===== config.mk =====
export PLATFORM = sky130hd
export DESIGN_NAME = ppm_header_parse_pixel_writer_top
export DESIGN_NICKNAME = d
export VERILOG_FILES = /design/src/sv/ppmhp_pkg.sv /design/src/sv/ppmhp_fifo.sv /design/src/sv/ppmhp_front.sv /design/src/sv/ppmhp_back.sv /design/src/sv/ppm_header_parse_pixel_writer_top.sv
export SDC_FILE = /design/constraint.sdc
export NUM_CORES = 1
export LEC_CHECK = 0
export BUFFER_PORTS_ARGS = -buffer_cell sky130_fd_sc_hd__buf_2
export CELL_PAD_IN_SITES_DETAIL_PLACEMENT = 2
export CELL_PAD_IN_SITES_GLOBAL_PLACEMENT = 2
export CORE_UTILIZATION = 39
export DETAILED_ROUTE_END_ITERATION = 8
export PLACE_DENSITY_LB_ADDON = 0.1
export SYNTH_ARGS = -nofsm -noshare
export SYNTH_HDL_FRONTEND = slang
export SYNTH_SLANG_ARGS = --single-unit
export TNS_END_PERCENT = 10

===== constraint.sdc =====
create_clock -name clk_i -period 7.5 [get_ports clk_i]
set_clock_uncertainty 0.1 [all_clocks]
set_input_delay 1.5 -clock clk_i [delete_from_list [all_inputs] [get_ports clk_i]]
set_output_delay 1.5 -clock clk_i [all_outputs]
set_load 0.03 [all_outputs]

===== src/sv/ppmhp_pkg.sv =====
package ppmhp_pkg;

  // Largest image side that a header may declare
  localparam logic [16:0] MaxDim = 17'd4096;
  // Largest maxval that a header may declare
  localparam logic [16:0] MaxVal = 17'd65535;
  // Decimal accumulator saturates here
  localparam logic [16:0] NumSat = 17'd65536;
  // Header byte counter saturates here
  localparam logic [12:0] HdrSat = 13'd8191;

  // Stream characters
  localparam logic [7:0] ChP     = 8'h50;
  localparam logic [7:0] ChLf    = 8'h0a;
  localparam logic [7:0] ChCr    = 8'h0d;
  localparam logic [7:0] ChHash  = 8'h23;
  localparam logic [7:0] ChSpace = 8'h20;
  localparam logic [7:0] ChZero  = 8'h30;
  localparam logic [7:0] ChNine  = 8'h39;
  localparam logic [7:0] ChOne   = 8'h31;
  localparam logic [7:0] ChSix   = 8'h36;

  // Only this format and maxval are carried through to pixels
  localparam logic [2:0]  FmtRgbBinary = 3'd6;
  localparam logic [16:0] MaxVal8      = 17'd255;
  localparam logic [2:0]  FmtBitAscii  = 3'd1;
  localparam logic [2:0]  FmtBitBinary = 3'd4;

  // Configuration register indices
  localparam logic [2:0] CfgTargetWidth   = 3'd0;
  localparam logic [2:0] CfgTargetHeight  = 3'd1;
  localparam logic [2:0] CfgLandscapeMode = 3'd2;
  localparam logic [2:0] CfgTargetPresent = 3'd3;
  localparam logic [2:0] CfgHeaderLimit   = 3'd4;

  typedef enum logic [1:0] {
    EvPixel     = 2'd0,
    EvHeaderOk  = 2'd1,
    EvHeaderErr = 2'd2,
    EvMismatch  = 2'd3
  } ev_e;

  typedef struct packed {
    logic [7:0] data_byte;
    logic       restart;
  } in_t;

  typedef struct packed {
    ev_e         event_res;
    logic [23:0] pixel_index;
    logic [7:0]  red;
    logic [7:0]  green;
    logic [7:0]  blue;
    logic        image_done;
  } out_t;

  typedef struct packed {
    logic [12:0] target_width;
    logic [12:0] target_height;
    logic        landscape_mode;
    logic        target_present;
    logic [12:0] header_limit;
  } cfg_t;

  // Classified word handed from the parser to the pixel writer
  typedef struct packed {
    ev_e         ev;
    logic [12:0] mul_a;
    logic [12:0] mul_b;
    logic [12:0] add;
    logic [7:0]  red;
    logic [7:0]  green;
    logic [7:0]  blue;
    logic        done;
  } rec_t;

endpackage


===== src/sv/ppmhp_fifo.sv =====
module ppmhp_fifo #(
  parameter int DEPTH = 2
) (
  input  logic            clk_i,
  input  logic            rst_ni,
  input  logic            push_i,
  input  ppmhp_pkg::rec_t push_data_i,
  output logic            not_full_o,
  input  logic            pop_i,
  output logic            not_empty_o,
  output ppmhp_pkg::rec_t pop_data_o
);
  import ppmhp_pkg::*;

  localparam int PtrW = (DEPTH > 1) ? $clog2(DEPTH) : 1;
  localparam int CntW = $clog2(DEPTH + 1);

  rec_t            mem_q [DEPTH];
  logic [PtrW-1:0] wr_ptr_q, rd_ptr_q;
  logic [CntW-1:0] cnt_q;
  logic            do_push, do_pop;

  assign not_full_o  = (cnt_q != CntW'(DEPTH));
  assign not_empty_o = (cnt_q != '0);
  assign do_push     = push_i && not_full_o;
  assign do_pop      = pop_i && not_empty_o;
  assign pop_data_o  = mem_q[rd_ptr_q];

  // Store the incoming word
  always_ff @(posedge clk_i) begin
    if (do_push) begin
      mem_q[wr_ptr_q] <= push_data_i;
    end
  end

  // Advance pointers and occupancy
  always_ff @(posedge clk_i or negedge rst_ni) begin
    if (!rst_ni) begin
      wr_ptr_q <= '0;
      rd_ptr_q <= '0;
      cnt_q    <= '0;
    end else begin
      if (do_push) begin
        wr_ptr_q <= (wr_ptr_q == PtrW'(DEPTH - 1)) ? '0 : wr_ptr_q + 1'b1;
      end
      if (do_pop) begin
        rd_ptr_q <= (rd_ptr_q == PtrW'(DEPTH - 1)) ? '0 : rd_ptr_q + 1'b1;
      end
      if (do_push && !do_pop) begin
        cnt_q <= cnt_q + 1'b1;
      end else if (do_pop && !do_push) begin
        cnt_q <= cnt_q - 1'b1;
      end
    end
  end

  a_cnt_bound: assert property (@(posedge clk_i) disable iff (!rst_ni)
    cnt_q <= CntW'(DEPTH))
    else $error("queue occupancy beyond depth");

  a_ptr_gap: assert property (@(posedge clk_i) disable iff (!rst_ni)
    (cnt_q == '0 || cnt_q == CntW'(DEPTH)) |-> (wr_ptr_q == rd_ptr_q))
    else $error("queue pointers disagree with occupancy");

  a_cnt_step: assert property (@(posedge clk_i) disable iff (!rst_ni)
    (do_push && !do_pop) |=> (cnt_q == $past(cnt_q) + 1'b1))
    else $error("queue count missed a push");

endmodule


===== src/sv/ppmhp_front.sv =====
module ppmhp_front (
  input  logic            clk_i,
  input  logic            rst_ni,
  input  logic            in_valid_i,
  output logic            in_ready_o,
  input  ppmhp_pkg::in_t  in_i,
  input  ppmhp_pkg::cfg_t cfg_i,
  output logic            rec_valid_o,
  output ppmhp_pkg::rec_t rec_o,
  input  logic            rec_ready_i
);
  import ppmhp_pkg::*;

  typedef enum logic [3:0] {
    PhSearch = 4'd0,
    PhFormat = 4'd1,
    PhWSkip  = 4'd2,
    PhWDig   = 4'd3,
    PhHSkip  = 4'd4,
    PhHDig   = 4'd5,
    PhMSkip  = 4'd6,
    PhMDig   = 4'd7,
    PhLf     = 4'd8,
    PhPix    = 4'd9
  } phase_e;

  phase_e      phase_q, phase_d, dig_ph;
  logic [2:0]  fmt_q, fmt_d;
  logic [12:0] w_q, w_d, h_q, h_d;
  logic [16:0] max_q, max_d, acc_q, acc_d;
  logic        inc_q, inc_d;
  logic [12:0] hb_q, hb_d;
  logic [12:0] col_q, col_d, row_q, row_d;
  logic [1:0]  bp_q, bp_d;
  logic [7:0]  red_q, red_d, grn_q, grn_d;

  logic        accept, emit, failed, do_skip, do_lf, size_ok;
  logic [7:0]  c;
  logic        is_dig;
  logic [3:0]  dig;
  logic [19:0] acc_w;
  rec_t        rec;

  assign in_ready_o  = rec_ready_i;
  assign accept      = in_valid_i && in_ready_o;
  assign rec_valid_o = accept && emit;
  assign rec_o       = rec;

  assign c      = in_i.data_byte;
  assign is_dig = (c >= ChZero) && (c <= ChNine);
  assign dig    = 4'(c - ChZero);
  assign acc_w  = ({3'b0, acc_q} << 3) + ({3'b0, acc_q} << 1) + {16'b0, dig};

  // Classify one byte against the header grammar or the pixel stream
  always_comb begin
    phase_d = phase_q;
    fmt_d   = fmt_q;
    w_d     = w_q;
    h_d     = h_q;
    max_d   = max_q;
    acc_d   = acc_q;
    inc_d   = inc_q;
    hb_d    = hb_q;
    col_d   = col_q;
    row_d   = row_q;
    bp_d    = bp_q;
    red_d   = red_q;
    grn_d   = grn_q;
    emit    = 1'b0;
    failed  = 1'b0;
    do_skip = 1'b0;
    do_lf   = 1'b0;
    dig_ph  = PhWDig;
    size_ok = 1'b1;
    rec     = '0;
    rec.ev  = EvHeaderErr;

    // Restart drops back to the search before the byte is looked at
    if (in_i.restart) begin
      phase_d = PhSearch;
      inc_d   = 1'b0;
      bp_d    = 2'd0;
      hb_d    = '0;
    end

    if (phase_d == PhPix) begin
      case (bp_d)
        2'd0: begin
          red_d = c;
          bp_d  = 2'd1;
        end
        2'd1: begin
          grn_d = c;
          bp_d  = 2'd2;
        end
        default: begin
          bp_d      = 2'd0;
          rec.ev    = EvPixel;
          rec.red   = red_q;
          rec.green = grn_q;
          rec.blue  = c;
          if (cfg_i.landscape_mode) begin
            rec.mul_a = col_q;
            rec.mul_b = h_q;
            rec.add   = h_q - 13'd1 - row_q;
          end else begin
            rec.mul_a = row_q;
            rec.mul_b = w_q;
            rec.add   = col_q;
          end
          col_d = col_q + 13'd1;
          if (col_d >= w_q) begin
            col_d = '0;
            row_d = row_q + 13'd1;
            if (row_d >= h_q) begin
              rec.done = 1'b1;
              row_d    = '0;
              phase_d  = PhSearch;
            end
          end
          emit = cfg_i.target_present;
        end
      endcase
    end else if (phase_d == PhSearch) begin
      if (c == ChP) begin
        phase_d = PhFormat;
        inc_d   = 1'b0;
        hb_d    = 13'd1;
        if (hb_d > cfg_i.header_limit) begin
          failed = 1'b1;
        end
      end
    end else begin
      if (hb_d < HdrSat) begin
        hb_d = hb_d + 13'd1;
      end
      if (hb_d > cfg_i.header_limit) begin
        failed = 1'b1;
      end else begin
        case (phase_d)
          PhFormat: begin
            if (c >= ChOne && c <= ChSix) begin
              fmt_d   = 3'(c - ChZero);
              phase_d = PhWSkip;
            end else begin
              failed = 1'b1;
            end
          end
          PhWSkip: begin
            do_skip = 1'b1;
            dig_ph  = PhWDig;
          end
          PhHSkip: begin
            do_skip = 1'b1;
            dig_ph  = PhHDig;
          end
          PhMSkip: begin
            do_skip = 1'b1;
            dig_ph  = PhMDig;
          end
          PhWDig, PhHDig, PhMDig: begin
            if (is_dig) begin
              acc_d = (acc_w > {3'b0, NumSat}) ? NumSat : acc_w[16:0];
            end else if (phase_d == PhWDig) begin
              if (acc_q == '0 || acc_q > MaxDim) begin
                failed = 1'b1;
              end else begin
                w_d     = acc_q[12:0];
                phase_d = PhHSkip;
                inc_d   = 1'b0;
                do_skip = 1'b1;
              end
            end else if (phase_d == PhHDig) begin
              if (acc_q == '0 || acc_q > MaxDim) begin
                failed = 1'b1;
              end else begin
                h_d   = acc_q[12:0];
                inc_d = 1'b0;
                if (fmt_q == FmtBitAscii || fmt_q == FmtBitBinary) begin
                  max_d   = 17'd1;
                  phase_d = PhLf;
                  do_lf   = 1'b1;
                end else begin
                  phase_d = PhMSkip;
                  do_skip = 1'b1;
                end
              end
            end else begin
              if (acc_q == '0 || acc_q > MaxVal) begin
                failed = 1'b1;
              end else begin
                max_d   = acc_q;
                phase_d = PhLf;
                inc_d   = 1'b0;
                do_lf   = 1'b1;
              end
            end
          end
          PhLf: begin
            do_lf = 1'b1;
          end
          default: begin
            phase_d = PhSearch;
          end
        endcase

        // Skip whitespace and comments ahead of a number
        if (do_skip) begin
          if (inc_d) begin
            if (c == ChLf || c == ChCr) begin
              inc_d = 1'b0;
            end
          end else if (is_dig) begin
            acc_d   = {13'b0, dig};
            phase_d = dig_ph;
          end else if (c == ChHash) begin
            inc_d = 1'b1;
          end else if (c > ChSpace) begin
            failed = 1'b1;
          end
        end

        // Close the header on the single line feed
        if (do_lf) begin
          if (c != ChLf) begin
            failed = 1'b1;
          end else begin
            if (cfg_i.landscape_mode) begin
              size_ok = (cfg_i.target_width == h_d) && (cfg_i.target_height == w_d);
            end else begin
              size_ok = (cfg_i.target_width == w_d) && (cfg_i.target_height == h_d);
            end
            if (fmt_d != FmtRgbBinary || max_d != MaxVal8 ||
                (cfg_i.target_present && !size_ok)) begin
              phase_d = PhSearch;
              inc_d   = 1'b0;
              emit    = 1'b1;
              rec.ev  = EvMismatch;
            end else begin
              col_d   = '0;
              row_d   = '0;
              bp_d    = 2'd0;
              phase_d = PhPix;
              emit    = 1'b1;
              rec.ev  = EvHeaderOk;
            end
          end
        end
      end
    end

    // Drop back to the search on a header error
    if (failed) begin
      phase_d = PhSearch;
      inc_d   = 1'b0;
      emit    = 1'b1;
      rec     = '0;
      rec.ev  = EvHeaderErr;
    end
  end

  // Hold parser state
  always_ff @(posedge clk_i or negedge rst_ni) begin
    if (!rst_ni) begin
      phase_q <= PhSearch;
      fmt_q   <= '0;
      w_q     <= '0;
      h_q     <= '0;
      max_q   <= '0;
      acc_q   <= '0;
      inc_q   <= 1'b0;
      hb_q    <= '0;
      col_q   <= '0;
      row_q   <= '0;
      bp_q    <= '0;
      red_q   <= '0;
      grn_q   <= '0;
    end else if (accept) begin
      phase_q <= phase_d;
      fmt_q   <= fmt_d;
      w_q     <= w_d;
      h_q     <= h_d;
      max_q   <= max_d;
      acc_q   <= acc_d;
      inc_q   <= inc_d;
      hb_q    <= hb_d;
      col_q   <= col_d;
      row_q   <= row_d;
      bp_q    <= bp_d;
      red_q   <= red_d;
      grn_q   <= grn_d;
    end
  end

  a_pix_dims: assert property (@(posedge clk_i) disable iff (!rst_ni)
    (phase_q == PhPix) |-> (w_q != '0 && h_q != '0))
    else $error("pixel phase with an empty image");

  a_pix_pos: assert property (@(posedge clk_i) disable iff (!rst_ni)
    (phase_q == PhPix) |-> (col_q < w_q && row_q < h_q))
    else $error("pixel position outside the image");

  a_bp_range: assert property (@(posedge clk_i) disable iff (!rst_ni)
    bp_q != 2'd3)
    else $error("byte phase out of range");

endmodule


===== src/sv/ppmhp_back.sv =====
module ppmhp_back (
  input  logic             clk_i,
  input  logic             rst_ni,
  input  logic             rec_valid_i,
  output logic             rec_ready_o,
  input  ppmhp_pkg::rec_t  rec_i,
  output logic             out_valid_o,
  input  logic             out_ready_i,
  output ppmhp_pkg::out_t  out_o
);
  import ppmhp_pkg::*;

  logic        s1_valid_q;
  ev_e         s1_ev_q;
  logic [25:0] s1_prod_q;
  logic [12:0] s1_add_q;
  logic [7:0]  s1_red_q, s1_grn_q, s1_blu_q;
  logic        s1_done_q;
  logic        s2_valid_q;
  out_t        s2_q;
  logic        s1_ready, s2_ready;
  logic [23:0] idx;

  assign s2_ready    = !s2_valid_q || out_ready_i;
  assign s1_ready    = !s1_valid_q || s2_ready;
  assign rec_ready_o = s1_ready;
  assign out_valid_o = s2_valid_q;
  assign out_o       = s2_q;
  assign idx         = s1_prod_q[23:0] + {11'b0, s1_add_q};

  // Valid flags of both stages
  always_ff @(posedge clk_i or negedge rst_ni) begin
    if (!rst_ni) begin
      s1_valid_q <= 1'b0;
      s2_valid_q <= 1'b0;
    end else begin
      if (s1_ready) begin
        s1_valid_q <= rec_valid_i;
      end
      if (s2_ready) begin
        s2_valid_q <= s1_valid_q;
      end
    end
  end

  // Multiply row or column by the image side
  always_ff @(posedge clk_i) begin
    if (s1_ready && rec_valid_i) begin
      s1_ev_q   <= rec_i.ev;
      s1_prod_q <= rec_i.mul_a * rec_i.mul_b;
      s1_add_q  <= rec_i.add;
      s1_red_q  <= rec_i.red;
      s1_grn_q  <= rec_i.green;
      s1_blu_q  <= rec_i.blue;
      s1_done_q <= rec_i.done;
    end
  end

  // Add the offset and present the word
  always_ff @(posedge clk_i) begin
    if (s2_ready && s1_valid_q) begin
      s2_q.event_res   <= s1_ev_q;
      s2_q.pixel_index <= idx;
      s2_q.red         <= s1_red_q;
      s2_q.green       <= s1_grn_q;
      s2_q.blue        <= s1_blu_q;
      s2_q.image_done  <= s1_done_q;
    end
  end

endmodule


===== src/sv/ppm_header_parse_pixel_writer_top.sv =====
// Channel  | Signals                            | Moves
// ---------+------------------------------------+--------------------------------
// input    | in_valid_i, in_ready_o, in_i       | one stream byte and restart flag
// output   | out_valid_o, out_ready_i, out_o    | one event or pixel write word
// config   | cfg_we_i, cfg_idx_i, cfg_wdata_i   | one register write, no wait
//
// Takes one byte every cycle while the queue has room; the parser decides each
// byte combinationally. A result passes through the queue, the index multiplier
// stage and the offset adder stage into the output register.
// A queue of QUEUE_DEPTH words parts parser and writer, so the input keeps
// flowing while the output is stalled until the queue and both stages fill.
// Reset returns to the 'P' search and loads the register defaults at once.
module ppm_header_parse_pixel_writer_top #(
  parameter int QUEUE_DEPTH = 2
) (
  input  logic             clk_i,
  input  logic             rst_ni,
  input  logic             in_valid_i,
  output logic             in_ready_o,
  input  ppmhp_pkg::in_t   in_i,
  output logic             out_valid_o,
  input  logic             out_ready_i,
  output ppmhp_pkg::out_t  out_o,
  input  logic             cfg_we_i,
  input  logic [2:0]       cfg_idx_i,
  input  logic [12:0]      cfg_wdata_i
);
  import ppmhp_pkg::*;

  cfg_t cfg_q;
  rec_t push_rec, pop_rec;
  logic push_valid, q_not_full, q_not_empty, pop_ready;

  // Configuration registers
  always_ff @(posedge clk_i or negedge rst_ni) begin
    if (!rst_ni) begin
      cfg_q.target_width   <= 13'd612;
      cfg_q.target_height  <= 13'd792;
      cfg_q.landscape_mode <= 1'b0;
      cfg_q.target_present <= 1'b1;
      cfg_q.header_limit   <= 13'd1024;
    end else if (cfg_we_i) begin
      case (cfg_idx_i)
        CfgTargetWidth:   cfg_q.target_width   <= cfg_wdata_i;
        CfgTargetHeight:  cfg_q.target_height  <= cfg_wdata_i;
        CfgLandscapeMode: cfg_q.landscape_mode <= cfg_wdata_i[0];
        CfgTargetPresent: cfg_q.target_present <= cfg_wdata_i[0];
        CfgHeaderLimit:   cfg_q.header_limit   <= cfg_wdata_i;
        default: ;
      endcase
    end
  end

  ppmhp_front u_front (
    .clk_i       (clk_i),
    .rst_ni      (rst_ni),
    .in_valid_i  (in_valid_i),
    .in_ready_o  (in_ready_o),
    .in_i        (in_i),
    .cfg_i       (cfg_q),
    .rec_valid_o (push_valid),
    .rec_o       (push_rec),
    .rec_ready_i (q_not_full)
  );

  ppmhp_fifo #(
    .DEPTH (QUEUE_DEPTH)
  ) u_fifo (
    .clk_i       (clk_i),
    .rst_ni      (rst_ni),
    .push_i      (push_valid),
    .push_data_i (push_rec),
    .not_full_o  (q_not_full),
    .pop_i       (pop_ready),
    .not_empty_o (q_not_empty),
    .pop_data_o  (pop_rec)
  );

  ppmhp_back u_back (
    .clk_i       (clk_i),
    .rst_ni      (rst_ni),
    .rec_valid_i (q_not_empty),
    .rec_ready_o (pop_ready),
    .rec_i       (pop_rec),
    .out_valid_o (out_valid_o),
    .out_ready_i (out_ready_i),
    .out_o       (out_o)
  );

endmodule


==> out/metrics.csv <==
stage,metric,value,unit
hold_path,Hold WC Path Type,reg2reg,
global_route,pin count of the biggest net entering global routing,68,
final_layout,P&R area growth vs syn,12.32,%
final_layout,Final #Nets,2921,
timing,Final Critical Period,6.834,ns
critical_path,Crit Path Max Fanout,25,
floorplanning,die outline width,265.4,um
timing,final count of negative-setup-slack endpoints,0,
placed_design,Area after DPL,0.02867,sq mm
global_route,Tot GR Track Use,25.43,%
logic_synthesis,syn_area_per_cell,10.76,sq um
clock_tree,PostCTS Resize Cnt,0,
global_route,total gr overflow,0,
logic_synthesis,register area share after synthesis,43.36,%
final_layout,"Core Util, Final",44.32,%
global_route,initial antenna violation count,3,
floorplanning,Core ar.,0.06859,sq mm
logic_synthesis,Yosys reg bits,419,
floorplanning,# IOs,83,
detailed_routing,drt first-iter violations,837,
placed_design,DP HPWL,67.17,mm
floorplanning,Die Ht,265.4,um
detailed_routing,WL final,88.22,mm
clock_tree,H-tree depth,2,
logic_synthesis,"EDFF count, synth",247,
detailed_routing,DRC,0,
detailed_routing,routed len/inst,24.69,um
timing,RSZ-0062 raised after global routing,false,
clock_tree,CTS Buf Count,50,
logic_synthesis,Post-Synthesis Cells,2516,
logic_synthesis,predominant post-synthesis flop cell,edfxtp_1,
floorplanning,Initial Util,39.46,%
detailed_routing,DRT Pass-1 Iters,5,
clock_tree,CTS root buffer,clkbuf_16,
run_status,status,finished clean,
clock_tree,Post-CTS Setup Inserts,0,
floorplanning,Rows,96,
timing,post-route setup slack,0.6664,ns
logic_synthesis,mapped cell area,0.02706,sq mm
logic_synthesis,synth warn,0,
global_route,first-pass GRT wire length,136.4,mm
timing,Relative slew margins,9.566,%
timing,Final period util,91.12,%
clock_tree,clk_lat worst skew,0.62,ns
critical_path,nature of the critical path startpoint,flop,
flow_run,max_cap viols,0,
final_layout,final instance area,0.03040,sq mm
critical_path,Crit path required time,7.76,ns
logic_synthesis,library cells used by synthesis,83,
clock_tree,hold buffer count at CTS,0,
logic_synthesis,Post-Syn Nets,2833,
critical_path,crit end category,flop,
placed_design,number of I/O port buffers,82,
placed_design,Post-Place Worst Slack,0.5041,ns
timing,maximum clock frequency,0.1463,GHz
clock_tree,CTS tree,done,
logic_synthesis,ys async rst share,41.05,%
detailed_routing,vias per inst,5.525,
detailed_routing,ANT nets after route,0,
timing,setup total negative slack,0,ns
clock_tree,Max Root-Sink Buffers,3,
timing,"Slew Viols, Final",0,
placed_design,Final Wtd Congestion,0.8871,
clock_tree,Clock transition at path regs,0.06,ns
timing,Slew @ Worst Pin,1.357,ns
global_route,vias in the first global route,22344,
floorplanning,die footprint,0.07045,sq mm
timing,Hold Fails Final Rpt,0,
clock_tree,CTS sink cnt,419,
detailed_routing,vias after detailed routing,19740,
final_layout,diode count,0,
critical_path,Setup CP Type,reg2reg,
critical_path,CP arrival,7.10,ns
final_layout,layout cell share with drive strength beyond 1,13.36,%
stage by stage:
| stage | hold WS (ns) | cells |
|---|---|---|
| 2_1_floorplan | 0.3003 | 2516 |
| 3_3_place_gp | 0.3019 | 3483 |
| 3_5_place_dp | 0.3062 | 3483 |
| 4_1_cts | 0.3210 | 3573 |
| 5_1_grt | 0.3271 | 3573 |
| 6_report | 0.3185 | 3573 |
synth_stat cells (44+ instances only):
| cell | count | area share (%) |
|---|---|---|
| inv_1 | 253 | 3.5 |
| o21ai_0 | 122 | 2.3 |
| ha_1 | 163 | 7.5 |
| fa_1 | 124 | 9.2 |
| xor2_1 | 44 | 1.4 |
| edfxtp_1 | 247 | 27 |
| mux2_2 | 103 | 4.3 |
| a21oi_1 | 73 | 1.4 |
| mux2i_1 | 68 | 2.5 |
| nor2_1 | 186 | 2.6 |
| dfrtp_1 | 162 | 15 |
| nand2_1 | 253 | 3.5 |
| nand3_1 | 49 | 0.91 |
| clkbuf_1 | 60 | 0.83 |
| xnor2_1 | 90 | 2.9 |
logic make-up (layout without fill, tap and decap cells):
family | Yosys count | after routing | synth area share [%]
AO/OA/AOI/OAI | 424 | 424 | 10.59
AND/OR/NAND/NOR | 731 | 731 | 13.07
adder cells (fa/ha/maj) | 287 | 287 | 16.71
buffers and inverters | 347 | 473 | 4.966
multiplexers | 174 | 174 | 6.968
flip-flops | 419 | 419 | 43.36
XOR/XNOR | 134 | 134 | 4.337
sequential cells by signal (all words and copies together) (netlist names), 13 cells and up, named ones only:
name              cells
cfg_q                41
u_back.out_o         51
u_back.s1_add_q      13
u_back.s1_prod_q     24
u_fifo.mem_q        132
u_front.acc_q        13
u_front.col_q        13
u_front.h_q          13
u_front.hb_q         13
u_front.max_q        17
u_front.row_q        13
u_front.w_q          13
area by class of cell:
| type | count | area (sq um) |
|---|---|---|
| clock inverter | 31 | 410.4 |
| fill | 7108 | 38190 |
| timing repair buffer | 129 | 794.5 |
| tap | 931 | 1165 |
| inverter | 254 | 953.4 |
| sequential | 419 | 11740 |
| clock buffer | 59 | 1315 |
| multi-input combinational | 1750 | 14020 |
cells in the final DEF (no fill, tap or decap), types with 90 or more instances in the layout:
cell / synthesis / routed
nor2_1: 186 / 184
o21ai_0: 122 / 121
dfrtp_1: 162 / 160
edfxtp_1: 247 / 247
ha_1: 163 / 163
xnor2_1: 90 / 90
fa_1: 124 / 124
mux2_2: 103 / 103
nand2_1: 253 / 252
inv_1: 253 / 252
critical path, cell delays in order, from the launching register on:
cell	delay (ns)
dfrtp_4	0.66
buf_4	0.39
mux2_2	0.51
and2_1	0.20
fa_1	0.49
ha_1	0.14
inv_1	0.05
fa_1	0.53
inv_1	0.05
ha_1	0.28
inv_1	0.06
fa_1	0.54
inv_1	0.05
ha_1	0.33
a21oi_1	0.22
nor2b_1	0.08
o21a_1	0.19
o41a_1	0.36
a41o_1	0.30
o41ai_1	0.38
o21ai_0	0.24
o31ai_1	0.31
xnor2_1	0.12
routing by layer:
| layer | share of wire, % | track usage [%] |
|---|---|---|
| met3 | 2.4 | 2.250 |
| met4 | 3.1 | 8.139 |
| met5 | 0 | 0 |
| met2 | 50 | 45.29 |
| met1 | 44 | 32.49 |
path summary, 6_finish.rpt:
check | from | endpoint | slack, ns | cells past startpoint
worst max-delay path | u_fifo.rd_ptr_q$_DFFE_PN0P_ | u_back.s1_prod_q[22]$_DFFE_PP_ | 0.67 | 22
worst max register to register | u_fifo.rd_ptr_q$_DFFE_PN0P_ | u_back.s1_prod_q[22]$_DFFE_PP_ | 0.67 | 22
min in group asynchronous | rst_ni | cfg_q[12]$_DFFE_PN0P_ | 0.82 | 1
worst min-delay path | u_back.s1_red_q[7]$_DFFE_PP_ | u_back.out_o[24]$_DFFE_PP_ | 0.32 | 0
worst min register to register | u_back.s1_red_q[7]$_DFFE_PP_ | u_back.out_o[24]$_DFFE_PP_ | 0.32 | 0
max in group asynchronous | rst_ni | cfg_q[31]$_DFFE_PN0P_ | 5.08 | 2
Power is left out: the tool's default activity adds up to more than one toggle a clock period on the data nets, which glitch-free logic cannot reach.
